===== src/aos_pkg.sv =====
// Types, constants and helpers for the actuator open sequencer
`default_nettype none
package aos_pkg;

    localparam int TIME_WIDTH_DEF = 16;
    localparam int CFG_W          = 16;
    localparam int CFG_IDX_W      = 3;

    typedef enum logic [1:0] {
        OP_TICK   = 2'd0,
        OP_START  = 2'd1,
        OP_CANCEL = 2'd2,
        OP_NOP    = 2'd3
    } aos_op_t;

    typedef enum logic [1:0] {
        ST_NONE    = 2'd0,
        ST_OPENED  = 2'd1,
        ST_TIMEOUT = 2'd2,
        ST_CANCEL  = 2'd3
    } aos_status_t;

    typedef enum logic [2:0] {
        PH_IDLE    = 3'd0,
        PH_START   = 3'd1,
        PH_POLL    = 3'd2,
        PH_REVERSE = 3'd3
    } aos_phase_t;

    localparam logic [CFG_IDX_W-1:0] REG_START_DELAY  = 3'd0;
    localparam logic [CFG_IDX_W-1:0] REG_POLL_INTERVAL = 3'd1;
    localparam logic [CFG_IDX_W-1:0] REG_WINDOW_LOW   = 3'd2;
    localparam logic [CFG_IDX_W-1:0] REG_WINDOW_HIGH  = 3'd3;
    localparam logic [CFG_IDX_W-1:0] REG_GIVE_UP      = 3'd4;
    localparam logic [CFG_IDX_W-1:0] REG_REVERSE_WAIT = 3'd5;

    localparam logic [CFG_W-1:0] START_DELAY_RST   = 16'd20;
    localparam logic [CFG_W-1:0] POLL_INTERVAL_RST = 16'd10;
    localparam logic [CFG_W-1:0] WINDOW_LOW_RST    = 16'd500;
    localparam logic [CFG_W-1:0] WINDOW_HIGH_RST   = 16'd550;
    localparam logic [CFG_W-1:0] GIVE_UP_RST       = 16'd1200;
    localparam logic [CFG_W-1:0] REVERSE_WAIT_RST  = 16'd50;

    typedef struct packed {
        logic [CFG_W-1:0] start_delay;
        logic [CFG_W-1:0] poll_interval;
        logic [CFG_W-1:0] window_low;
        logic [CFG_W-1:0] window_high;
        logic [CFG_W-1:0] give_up;
        logic [CFG_W-1:0] reverse_wait;
    } aos_cfg_t;

    typedef struct packed {
        aos_phase_t       phase;
        logic [CFG_W-1:0] wait_count;
        logic             open_level;
        logic             close_level;
        logic             busy;
        logic             finished;
    } aos_ctrl_t;

    // a delay of zero behaves as a single tick
    function automatic logic [CFG_W-1:0] load_delay(input logic [CFG_W-1:0] v);
        return (v == '0) ? CFG_W'(1) : v;
    endfunction

endpackage
`default_nettype wire


===== src/aos_ifs.sv =====
// Command, result and configuration channel interfaces
`default_nettype none
interface aos_cmd_if;
    logic       valid;
    logic       ready;
    logic [1:0] op;
    logic       open_sensed;
    modport source (output valid, op, open_sensed, input ready);
    modport sink   (input valid, op, open_sensed, output ready);
endinterface

interface aos_res_if;
    logic       valid;
    logic       ready;
    logic       open_drive;
    logic       close_drive;
    logic       busy_res;
    logic       port_open_flag;
    logic [1:0] status;
    modport source (output valid, open_drive, close_drive, busy_res, port_open_flag, status,
                    input ready);
    modport sink   (input valid, open_drive, close_drive, busy_res, port_open_flag, status,
                    output ready);
endinterface

interface aos_cfg_if;
    logic                           valid;
    logic                           ready;
    logic [aos_pkg::CFG_IDX_W-1:0]  index;
    logic [aos_pkg::CFG_W-1:0]      data;
    modport source (output valid, index, data, input ready);
    modport sink   (input valid, index, data, output ready);
endinterface
`default_nettype wire


===== src/aos_step.sv =====
// Next-state and status logic for one command of the open sequence
`default_nettype none
module aos_step #(
    parameter int TIME_WIDTH = aos_pkg::TIME_WIDTH_DEF
) (
    input  aos_pkg::aos_op_t        op,
    input  logic                    open_sensed,
    input  aos_pkg::aos_cfg_t       cfg_cur,
    input  aos_pkg::aos_ctrl_t      ctrl_cur,
    input  logic [TIME_WIDTH-1:0]   elapsed_cur,
    output aos_pkg::aos_ctrl_t      ctrl_nxt,
    output logic [TIME_WIDTH-1:0]   elapsed_nxt,
    output aos_pkg::aos_status_t    status
);
    localparam int CMP_W = (TIME_WIDTH > aos_pkg::CFG_W) ? TIME_WIDTH : aos_pkg::CFG_W;

    logic [TIME_WIDTH-1:0] elapsed_inc;
    logic [CMP_W-1:0]      el_x;
    logic                  in_window;
    logic                  past_give_up;

    assign elapsed_inc  = (elapsed_cur == '1) ? elapsed_cur : elapsed_cur + TIME_WIDTH'(1);
    assign el_x         = CMP_W'(elapsed_inc);
    assign in_window    = (el_x > CMP_W'(cfg_cur.window_low)) &&
                          (el_x < CMP_W'(cfg_cur.window_high));
    assign past_give_up = el_x > CMP_W'(cfg_cur.give_up);

    always_comb
    begin
        ctrl_nxt    = ctrl_cur;
        elapsed_nxt = elapsed_cur;
        status      = aos_pkg::ST_NONE;
        case (op)
            aos_pkg::OP_START:
            begin
                ctrl_nxt.busy       = 1'b1;
                ctrl_nxt.phase      = aos_pkg::PH_START;
                ctrl_nxt.wait_count = aos_pkg::load_delay(cfg_cur.start_delay);
                elapsed_nxt         = '0;
            end
            aos_pkg::OP_CANCEL:
            begin
                if (ctrl_cur.busy)
                begin
                    ctrl_nxt.phase      = aos_pkg::PH_IDLE;
                    ctrl_nxt.busy       = 1'b0;
                    ctrl_nxt.finished   = 1'b1;
                    ctrl_nxt.wait_count = '0;
                    status              = aos_pkg::ST_CANCEL;
                end
            end
            aos_pkg::OP_TICK:
            begin
                if (ctrl_cur.phase != aos_pkg::PH_IDLE)
                begin
                    elapsed_nxt = elapsed_inc;
                    if (ctrl_cur.wait_count > aos_pkg::CFG_W'(1))
                    begin
                        ctrl_nxt.wait_count = ctrl_cur.wait_count - aos_pkg::CFG_W'(1);
                    end
                    else
                    begin
                        ctrl_nxt.wait_count = '0;
                        // drive open after the start delay or a reversal
                        if (ctrl_cur.phase == aos_pkg::PH_START ||
                            ctrl_cur.phase == aos_pkg::PH_REVERSE)
                        begin
                            ctrl_nxt.close_level = 1'b0;
                            ctrl_nxt.open_level  = 1'b1;
                        end
                        if (open_sensed || (!in_window && past_give_up))
                        begin
                            ctrl_nxt.phase    = aos_pkg::PH_IDLE;
                            ctrl_nxt.busy     = 1'b0;
                            ctrl_nxt.finished = 1'b1;
                            status = open_sensed ? aos_pkg::ST_OPENED : aos_pkg::ST_TIMEOUT;
                        end
                        else if (in_window)
                        begin
                            ctrl_nxt.open_level  = 1'b0;
                            ctrl_nxt.close_level = 1'b1;
                            ctrl_nxt.phase       = aos_pkg::PH_REVERSE;
                            ctrl_nxt.wait_count  = aos_pkg::load_delay(cfg_cur.reverse_wait);
                        end
                        else
                        begin
                            ctrl_nxt.phase      = aos_pkg::PH_POLL;
                            ctrl_nxt.wait_count = aos_pkg::load_delay(cfg_cur.poll_interval);
                        end
                    end
                end
            end
            default:
            begin
                // no operation: hold everything
            end
        endcase
    end
endmodule
`default_nettype wire


===== src/actuator_open_sequencer.sv =====
// A result is offered in the cycle after its command transfer.
// Throughput: one command per cycle; the whole state update sits in one
// combinational step between the state registers and the result register.
// A waiting result stalls the next command unless the sink takes it.
// Reset clears the sequence state and loads the default register values.
`default_nettype none
module actuator_open_sequencer #(
    parameter int TIME_WIDTH = aos_pkg::TIME_WIDTH_DEF
) (
    input  wire          clk,
    input  wire          rst_n,
    aos_cmd_if.sink      cmd,
    aos_res_if.source    res,
    aos_cfg_if.sink      cfg
);
    aos_pkg::aos_cfg_t     cfg_reg;
    aos_pkg::aos_ctrl_t    ctrl_reg;
    aos_pkg::aos_ctrl_t    ctrl_next;
    logic [TIME_WIDTH-1:0] elapsed_reg;
    logic [TIME_WIDTH-1:0] elapsed_next;
    aos_pkg::aos_status_t  status_next;
    aos_pkg::aos_status_t  status_reg;
    logic                  res_valid_reg;
    logic                  cmd_xfer;

    assign cmd.ready = !res_valid_reg || res.ready;
    assign cmd_xfer  = cmd.valid && cmd.ready;
    assign cfg.ready = 1'b1;

    aos_step #(
        .TIME_WIDTH (TIME_WIDTH)
    ) u_step (
        .op          (aos_pkg::aos_op_t'(cmd.op)),
        .open_sensed (cmd.open_sensed),
        .cfg_cur     (cfg_reg),
        .ctrl_cur    (ctrl_reg),
        .elapsed_cur (elapsed_reg),
        .ctrl_nxt    (ctrl_next),
        .elapsed_nxt (elapsed_next),
        .status      (status_next)
    );

    always_ff @(posedge clk or negedge rst_n)
    begin
        if (!rst_n)
        begin
            cfg_reg.start_delay   <= aos_pkg::START_DELAY_RST;
            cfg_reg.poll_interval <= aos_pkg::POLL_INTERVAL_RST;
            cfg_reg.window_low    <= aos_pkg::WINDOW_LOW_RST;
            cfg_reg.window_high   <= aos_pkg::WINDOW_HIGH_RST;
            cfg_reg.give_up       <= aos_pkg::GIVE_UP_RST;
            cfg_reg.reverse_wait  <= aos_pkg::REVERSE_WAIT_RST;
        end
        else if (cfg.valid)
        begin
            case (cfg.index)
                aos_pkg::REG_START_DELAY:   cfg_reg.start_delay   <= cfg.data;
                aos_pkg::REG_POLL_INTERVAL: cfg_reg.poll_interval <= cfg.data;
                aos_pkg::REG_WINDOW_LOW:    cfg_reg.window_low    <= cfg.data;
                aos_pkg::REG_WINDOW_HIGH:   cfg_reg.window_high   <= cfg.data;
                aos_pkg::REG_GIVE_UP:       cfg_reg.give_up       <= cfg.data;
                aos_pkg::REG_REVERSE_WAIT:  cfg_reg.reverse_wait  <= cfg.data;
                default:
                begin
                    // drop writes beyond the register list
                end
            endcase
        end
    end

    always_ff @(posedge clk or negedge rst_n)
    begin
        if (!rst_n)
        begin
            ctrl_reg.phase       <= aos_pkg::PH_IDLE;
            ctrl_reg.wait_count  <= '0;
            ctrl_reg.open_level  <= 1'b0;
            ctrl_reg.close_level <= 1'b0;
            ctrl_reg.busy        <= 1'b0;
            ctrl_reg.finished    <= 1'b0;
            elapsed_reg          <= '0;
            res_valid_reg        <= 1'b0;
        end
        else if (cmd_xfer)
        begin
            ctrl_reg      <= ctrl_next;
            elapsed_reg   <= elapsed_next;
            res_valid_reg <= 1'b1;
        end
        else if (res.ready)
        begin
            res_valid_reg <= 1'b0;
        end
    end

    // status is payload: load on every command transfer
    always_ff @(posedge clk)
    begin
        if (cmd_xfer)
        begin
            status_reg <= status_next;
        end
    end

    assign res.valid          = res_valid_reg;
    assign res.open_drive     = ctrl_reg.open_level;
    assign res.close_drive    = ctrl_reg.close_level;
    assign res.busy_res       = ctrl_reg.busy;
    assign res.port_open_flag = ctrl_reg.finished;
    assign res.status         = status_reg;
endmodule
`default_nettype wire


===== src/flat_wrapper.sv =====
// flat-port wrapper written by rule: the top's interface ports become plain ports
module actuator_open_sequencer_flat 
#(
    parameter int TIME_WIDTH = aos_pkg::TIME_WIDTH_DEF
)
  (clk, rst_n, cmd_valid, cmd_op, cmd_open_sensed, cmd_ready, res_valid, res_open_drive, res_close_drive, res_busy_res, res_port_open_flag, res_status, res_ready, cfg_valid, cfg_index, cfg_data, cfg_ready);
  aos_cmd_if cmd_i ();
  aos_res_if res_i ();
  aos_cfg_if cfg_i ();
  input  wire clk;
  input  wire rst_n;
  input wire logic [$bits(cmd_i.valid)-1:0] cmd_valid;
  input wire logic [$bits(cmd_i.op)-1:0] cmd_op;
  input wire logic [$bits(cmd_i.open_sensed)-1:0] cmd_open_sensed;
  output wire logic [$bits(cmd_i.ready)-1:0] cmd_ready;
  output wire logic [$bits(res_i.valid)-1:0] res_valid;
  output wire logic [$bits(res_i.open_drive)-1:0] res_open_drive;
  output wire logic [$bits(res_i.close_drive)-1:0] res_close_drive;
  output wire logic [$bits(res_i.busy_res)-1:0] res_busy_res;
  output wire logic [$bits(res_i.port_open_flag)-1:0] res_port_open_flag;
  output wire logic [$bits(res_i.status)-1:0] res_status;
  input wire logic [$bits(res_i.ready)-1:0] res_ready;
  input wire logic [$bits(cfg_i.valid)-1:0] cfg_valid;
  input wire logic [$bits(cfg_i.index)-1:0] cfg_index;
  input wire logic [$bits(cfg_i.data)-1:0] cfg_data;
  output wire logic [$bits(cfg_i.ready)-1:0] cfg_ready;
  assign cmd_i.valid = cmd_valid;
  assign cmd_i.op = cmd_op;
  assign cmd_i.open_sensed = cmd_open_sensed;
  assign cmd_ready = cmd_i.ready;
  assign res_valid = res_i.valid;
  assign res_open_drive = res_i.open_drive;
  assign res_close_drive = res_i.close_drive;
  assign res_busy_res = res_i.busy_res;
  assign res_port_open_flag = res_i.port_open_flag;
  assign res_status = res_i.status;
  assign res_i.ready = res_ready;
  assign cfg_i.valid = cfg_valid;
  assign cfg_i.index = cfg_index;
  assign cfg_i.data = cfg_data;
  assign cfg_ready = cfg_i.ready;
  actuator_open_sequencer #(.TIME_WIDTH(TIME_WIDTH)) u_core (.clk(clk), .rst_n(rst_n), .cmd(cmd_i), .res(res_i), .cfg(cfg_i));
endmodule

===== config.mk =====
export PLATFORM = sky130hd
export DESIGN_NAME = actuator_open_sequencer_flat
export DESIGN_NICKNAME = d
export VERILOG_FILES = /design/src/aos_pkg.sv /design/src/aos_ifs.sv /design/src/aos_step.sv /design/src/actuator_open_sequencer.sv /design/src/flat_wrapper.sv
export SDC_FILE = /design/constraint.sdc
export NUM_CORES = 1
export LEC_CHECK = 0
export BUFFER_PORTS_ARGS = -buffer_cell sky130_fd_sc_hd__buf_2
export CORE_MARGIN = 8
export CORE_UTILIZATION = 62
export DETAILED_ROUTE_END_ITERATION = 8
export PLACE_DENSITY_LB_ADDON = 0.08
export SLEW_MARGIN = 40
export SYNTH_ARGS = -nofsm -noshare
export SYNTH_HDL_FRONTEND = slang
export SYNTH_SLANG_ARGS = --single-unit
export TNS_END_PERCENT = 5

===== constraint.sdc =====
create_clock -name clk -period 5.9 [get_ports clk]
set_input_delay 0 -clock clk [delete_from_list [all_inputs] [get_ports clk]]
set_output_delay 0 -clock clk [all_outputs]
set_load 0.01 [all_outputs]

# == Yosys cells after proc, flatten, opt, wreduce, memory -nomap -nowiden ==
# Index checks and enable logic that the tools add are counted.
# totals
regBits,138
out_inout_bits,9
input_bits,27
elab_cells,95
# op_classes
n_mux,29
reduce_logical,30
n_lt_le_gt_ge,4
add_sub_neg,2
eq_ne,14
n_bitwise,1
# ops
operator,n
$mux W16,6
$pmux W19 S3,1
$logic_not A16 Y1,3
$gt A16 B16 Y1,2
$pmux W16 S2,1
$mux W23,1
$mux W19,1
$mux W18,1
$mux W2,9
$mux W17,1
$add A16 B1 Y16 const B,1
$eq A16 B16 Y1 const B,1
$gt A16 B1 Y1 const B,1
$lt A16 B16 Y1,1
$sub A16 B1 Y16 const B,1
$reduce_and A2 Y1,6
$reduce_and A5 Y1,2
$eq A3 B2 Y1 const B,3
$reduce_and A4 Y1,2
$eq A3 B1 Y1 const B,2
$eq A3 B3 Y1 const B,2
$ne A2 B2 Y1 const B,3
$reduce_and A6 Y1,1
$reduce_bool A2 Y1,3
17 further kinds,25

# == Depth between registers and ports, before layout ==
# logic_depth
word_depth,11
depth_mapped,18
mapped_depth_nobuf,15

# == By module ==
# A second synthesis with hierarchy kept.
# unflattened
cells_unflattened,784
hier_area_um2,8485.6
# modules_own_cells
module,area_each_um2,cells_each,instances,seq_area_each_um2
actuator_open_sequencer,5301.3,300,1,3489.6
aos_step,3184.3,484,1,0.0

# == Worst setup path before layout ==
# No wires, ideal clock.
# synth_timing
path_type,reg-to-reg
start,register u_core.elapsed_reg[1]
end,register u_core.ctrl_reg (netlist bit u_core.res.port_open_flag)
slack_ps,1457
stages_incl_launch_ff,19
required_time_ps,5780
period_less_slack_ps,4443
setup_time_ps,120
t_arrival_ps,4323
n_path_buf,3
path_cell_list,dfrtp_1 ha_1 nand3_1 nor4_4 buf_6 or4_1 clkbuf_1 or3_1 nor2_1 xor2_1 ha_1 and4_1 nor4b_1 o211a_1 a22o_1 a2111oi_4 buf_6 o31ai_1 a31o_1
# synth_via
elab_chain_len,9
elab_cells_between_ends,12
classes_between,add/sub (1); order compare (3); eq/ne (2); mux (1); reduce/logical (5)
# synth_rtl
item,line,rtl
from (decl),actuator_open_sequencer.sv:19,logic [TIME_WIDTH-1:0] elapsed_reg;
from (signal assigned),actuator_open_sequencer.sv:87,elapsed_reg <= elapsed_next;
$add A16 B1 Y16 or $eq A16 B16 Y1 (tied branches),aos_step.sv:22,assign elapsed_inc = (elapsed_cur == '1) ? elapsed_cur : elapsed_cur + TIME_WIDTH'(1);
$mux W16 (*),aos_step.sv:22,
$gt A16 B16 Y1 or $lt A16 B16 Y1 (tied branches),"aos_step.sv:24, aos_step.sv:25",
$logic_and A1 B1 Y1,aos_step.sv:24,assign in_window = (el_x > CMP_W'(cfg_cur.window_low)) &&
$logic_not A1 Y1,aos_step.sv:71,if (open_sensed || (!in_window && past_give_up))
$logic_and A1 B1 Y1 (*),aos_step.sv:71,
$logic_or A1 B1 Y1 (*),aos_step.sv:71,
$ne A2 B2 Y1 (no source line) (*),--,
$reduce_and A6 Y1 (no source line) (*),--,
to (signal assigned),actuator_open_sequencer.sv:86,ctrl_reg <= ctrl_next;
to (decl),actuator_open_sequencer.sv:17,aos_pkg::aos_ctrl_t ctrl_reg;
# Mark *: on every way between the ends. The rest lies on a longest branch, timed or not.
# A chain may end at the register's enable or synchronous reset.

# == Final worst setup path ==
# layout_timing
start,register u_core.elapsed_reg[0]
end,register u_core.ctrl_reg[13] (netlist name)
# layout_via
elab_chain_len,11
elab_cells_between_ends,15
classes_between,add/sub (1); order compare (3); eq/ne (1); mux (6); reduce/logical (4)
# layout_rtl
item,line,rtl
$add A16 B1 Y16 or $eq A16 B16 Y1 (tied branches),aos_step.sv:22,
$mux W16 (*),aos_step.sv:22,
$gt A16 B16 Y1 or $lt A16 B16 Y1 (tied branches),"aos_step.sv:24, aos_step.sv:25",
$logic_and A1 B1 Y1,aos_step.sv:24,
$logic_not A1 Y1,aos_step.sv:71,
$logic_and A1 B1 Y1,aos_step.sv:71,
$logic_or A1 B1 Y1,aos_step.sv:71,
$mux W18 (*),aos_step.sv:71,
$mux W16 (*),aos_step.sv:57,if (ctrl_cur.wait_count > aos_pkg::CFG_W'(1))
$mux W23 (*),aos_step.sv:54,if (ctrl_cur.phase != aos_pkg::PH_IDLE)
$pmux W19 S3 (*),aos_step.sv:33,case (op)
# Mark *: on every way between the ends. The rest lies on a longest branch, timed or not. The select of a mux whose other input is x is not followed.

==> flow_summary.yaml <==
outcome:
  status: "finished, final reports clean"
cts:
  htree_levels: 4
  cts.sinks: 137
  hold_buffers: 20
  tritoncts: "done"
  cts.reportedPaths.clkPinSlew_ps: 60
  post_cts_resized: 0
  postCtsSetupBuffers: 0
  cts_root_buf: "clkbuf_16"
  cts.path.max_buffers: 2
  clk_latency_ps: 440
  cts_buffers: 17
yosys:
  yosysWarnings: 0
  synth_seq_cells: 137
  synthFlopType: "dfrtp_1"
  synth.top_cell.area_share_pct: 35.4
  synth-compound-area-share_pct: 18.4
  muxShareOfSynthArea_pct: 9.50
  syn_avg_cell_area_sq_um: 9.89
  yosysTopAreaCell: "dfrtp_1"
  synth_area_sq_um: 8050
  ys_top_cells_by_area: "dfrtp_1 (35%), mux2_2 (9.4%), ha_1 (7.5%)"
  synth_top_family_by_area: "compound AO/OA/AOI/OAI gates"
  synth_edf_count: 2
  synth_simple_gate_area_share_pct: 14.6
  ys_async_sr_fraction_pct: 98.5
  synthCells: 814
  syn_nets: 889
  synth_seq_area_share_pct: 43.0
  yosysUniqueCellTypes: 72
  synthAdderAreaFrac_pct: 7.46
  yosys.area_share.xor_xnor_pct: 2.35
global_route:
  grt-ovfl-total: 0
  grt_usage_pct: 27.6
  grt_pass1_wl_microns: 35500
  grt_max_degree: 74
  grt_pass1_vias: 6664
  antenna_found_initial: 0
timing:
  clock_skew_ps: 11.5
  setup_tns_ps: 0
  setup_violations: 0
  tightest_slew_ps: 706
  maxSlewViolCount: 0
  max_slew_margin_pct: 52.8
  hold_viol_final: 0
  min_period_ps: 5070
  rsz0062_at_grt: "false"
  whs_ps: 12.8
  finalCritPeriodShare_pct: 85.9
  timing.fmax_ghz: 0.197
die:
  rows: 41
  initial_core_util_pct: 63.5
  die_w_microns: 130
  die_h_microns: 130
  dieArea_sq_um: 16900
  core_area_sq_um: 12700
  io_pins: 36
critical_path:
  end_kind: "flop"
  cp.required_ps: 6250
  critPathKind: "reg -> reg"
  crit_fanout: 16
  cp.arrival_ps: 5420
  critPathLaunchType: "flop"
  reg2reg_depth: 16
route:
  vias: 6781
  drc: 0
  drt_iter0_markers: 833
  drtAntennaViolNets: 0
  first_pass_iters: 7
  wl_per_cell_microns: 20.7
  wl_microns: 21700
  vias_per_cell: 6.45
worst_hold_path:
  min_path_type: "in -> reg"
  worstHoldPathCells: 3
pwr:
  leakagePower_nw: 4.16
  power.density_nw_per_um2: 342
  ir_drop_mv: 0.354
  p_total_mw: 3.16
layout:
  syn_to_final_growth_pct: 14.6
  num_antenna_cells: 0
  largest_reg_flops: 96
  fill_cells: 948
  nets: 942
  drive_gt1_share_pct: 21.5
place:
  dp_hpwl_microns: 15500
  io_buffers: 34
  gp_congestion: 0.954
run:
  cap_viol_max_count: 0
==> cell usage in the layout (no fill, tap or decap), drive strengths merged, types with 16 or more instances in the layout <==
master       instances
mux2                67
nand2               85
o21ai               80
dfstp               21
dfrtp              114
buf                 48
inv                 60
nor2                36
clkbuf              22
a21oi               31
dlygate4sd3         20
nor4                16
ha                  48
==> report_power, final <==
| group | internal (mW) | total, mW | switching, mW |
|---|---|---|---|
| Sequential | 1.17 | 1.37 | 0.201 |
| Combinational | 0.332 | 0.729 | 0.397 |
| Clock | 0.644 | 1.06 | 0.412 |
==> cell families (layout without fill, tap and decap cells) <==
kind of cell             Yosys count  count (layout)
other                              1               1
AO/OA/AOI/OAI                    217             217
XOR/XNOR                          20              20
flip-flops                       137             137
buffers and inverters             93             159
multiplexers                      68              68
adder cells (fa/ha/maj)           48              48
AND/OR/NAND/NOR                  230             230
==> final cells by class <==
| type | count | area [sq um] | share of cell area [%] |
|---|---|---|---|
| inverters | 59 | 221 | 2.40 |
| clock inverters | 10 | 119 | 1.29 |
| multi-input cells | 584 | 4250 | 46.0 |
| repair buffers | 68 | 493 | 5.34 |
| well taps | 172 | 215 | 2.33 |
| clock buffers | 22 | 464 | 5.03 |
| flip-flops and latches | 137 | 3460 | 37.6 |
==> worst paths after layout <==
check	slack, ps	startpoint	endpoint
hold / removal	10	cfg_index[0]	u_core.cfg_reg[44]
setup reg to reg	830	u_core.elapsed_reg[0]	u_core.ctrl_reg[13]
hold reg to reg	460	u_core.res.port_open_flag	u_core.res.port_open_flag
setup / recovery	830	u_core.elapsed_reg[0]	u_core.ctrl_reg[13]
min in group asynchronous	120	rst_n	u_core.cfg_reg[17]
max in group asynchronous	4680	rst_n	u_core.ctrl_reg[19]
==> metal layers <==
layer | global-route usage [%] | share of wire [%]
met4 | 9.97 | 2.7
met3 | 6.57 | 7.7
met2 | 43.0 | 46
met1 | 36.8 | 44
met5 | 0 | 0
==> stage by stage <==
stage	setup WS [ps]	instances	utilization, %	area, sq um
after floorplan	1460	814	-	8050
after detailed placement	954	1000	66.5	8430
final	831	1052	72.8	9230
after global routing	552	1052	72.8	9230
after global placement	1160	997	66.2	8390
after CTS	879	1052	72.7	9210
==> worst max-delay path, cell delays in order, from the launching register on <==
cell and delay, ps:
dfrtp_1 480, ha_1 270, nand3_1 150, nor4_4 110
or4_1 650, nor3_1 350, and3_1 260, xor2_1 310
ha_1 310, a21o_1 160, a21o_1 170, a221oi_1 500
nand2_1 170, a2111oi_4 310, buf_4 270, a2bb2o_1 320
a31oi_1 170
==> synthesized netlist by cell type (6+ instances only) <==
library cell / count
o21ai_0: 71
ha_1: 48
nand2_1: 85
nor4_1: 14
or3_1: 7
inv_1: 59
a21o_1: 7
nor2_1: 36
a221oi_1: 10
nand3_1: 13
xnor2_1: 9
a31oi_1: 8
and3_1: 12
mux2_2: 67
a22oi_1: 11
nand4_1: 12
o21ai_1: 8
a22o_1: 6
clkbuf_1: 29
o31ai_1: 11
a21oi_1: 31
dfstp_2: 21
a211o_1: 6
dfrtp_1: 114
nor3_1: 13
and4_1: 8
xor2_1: 10
No activity file was read; power rests on OpenSTA's default activity.
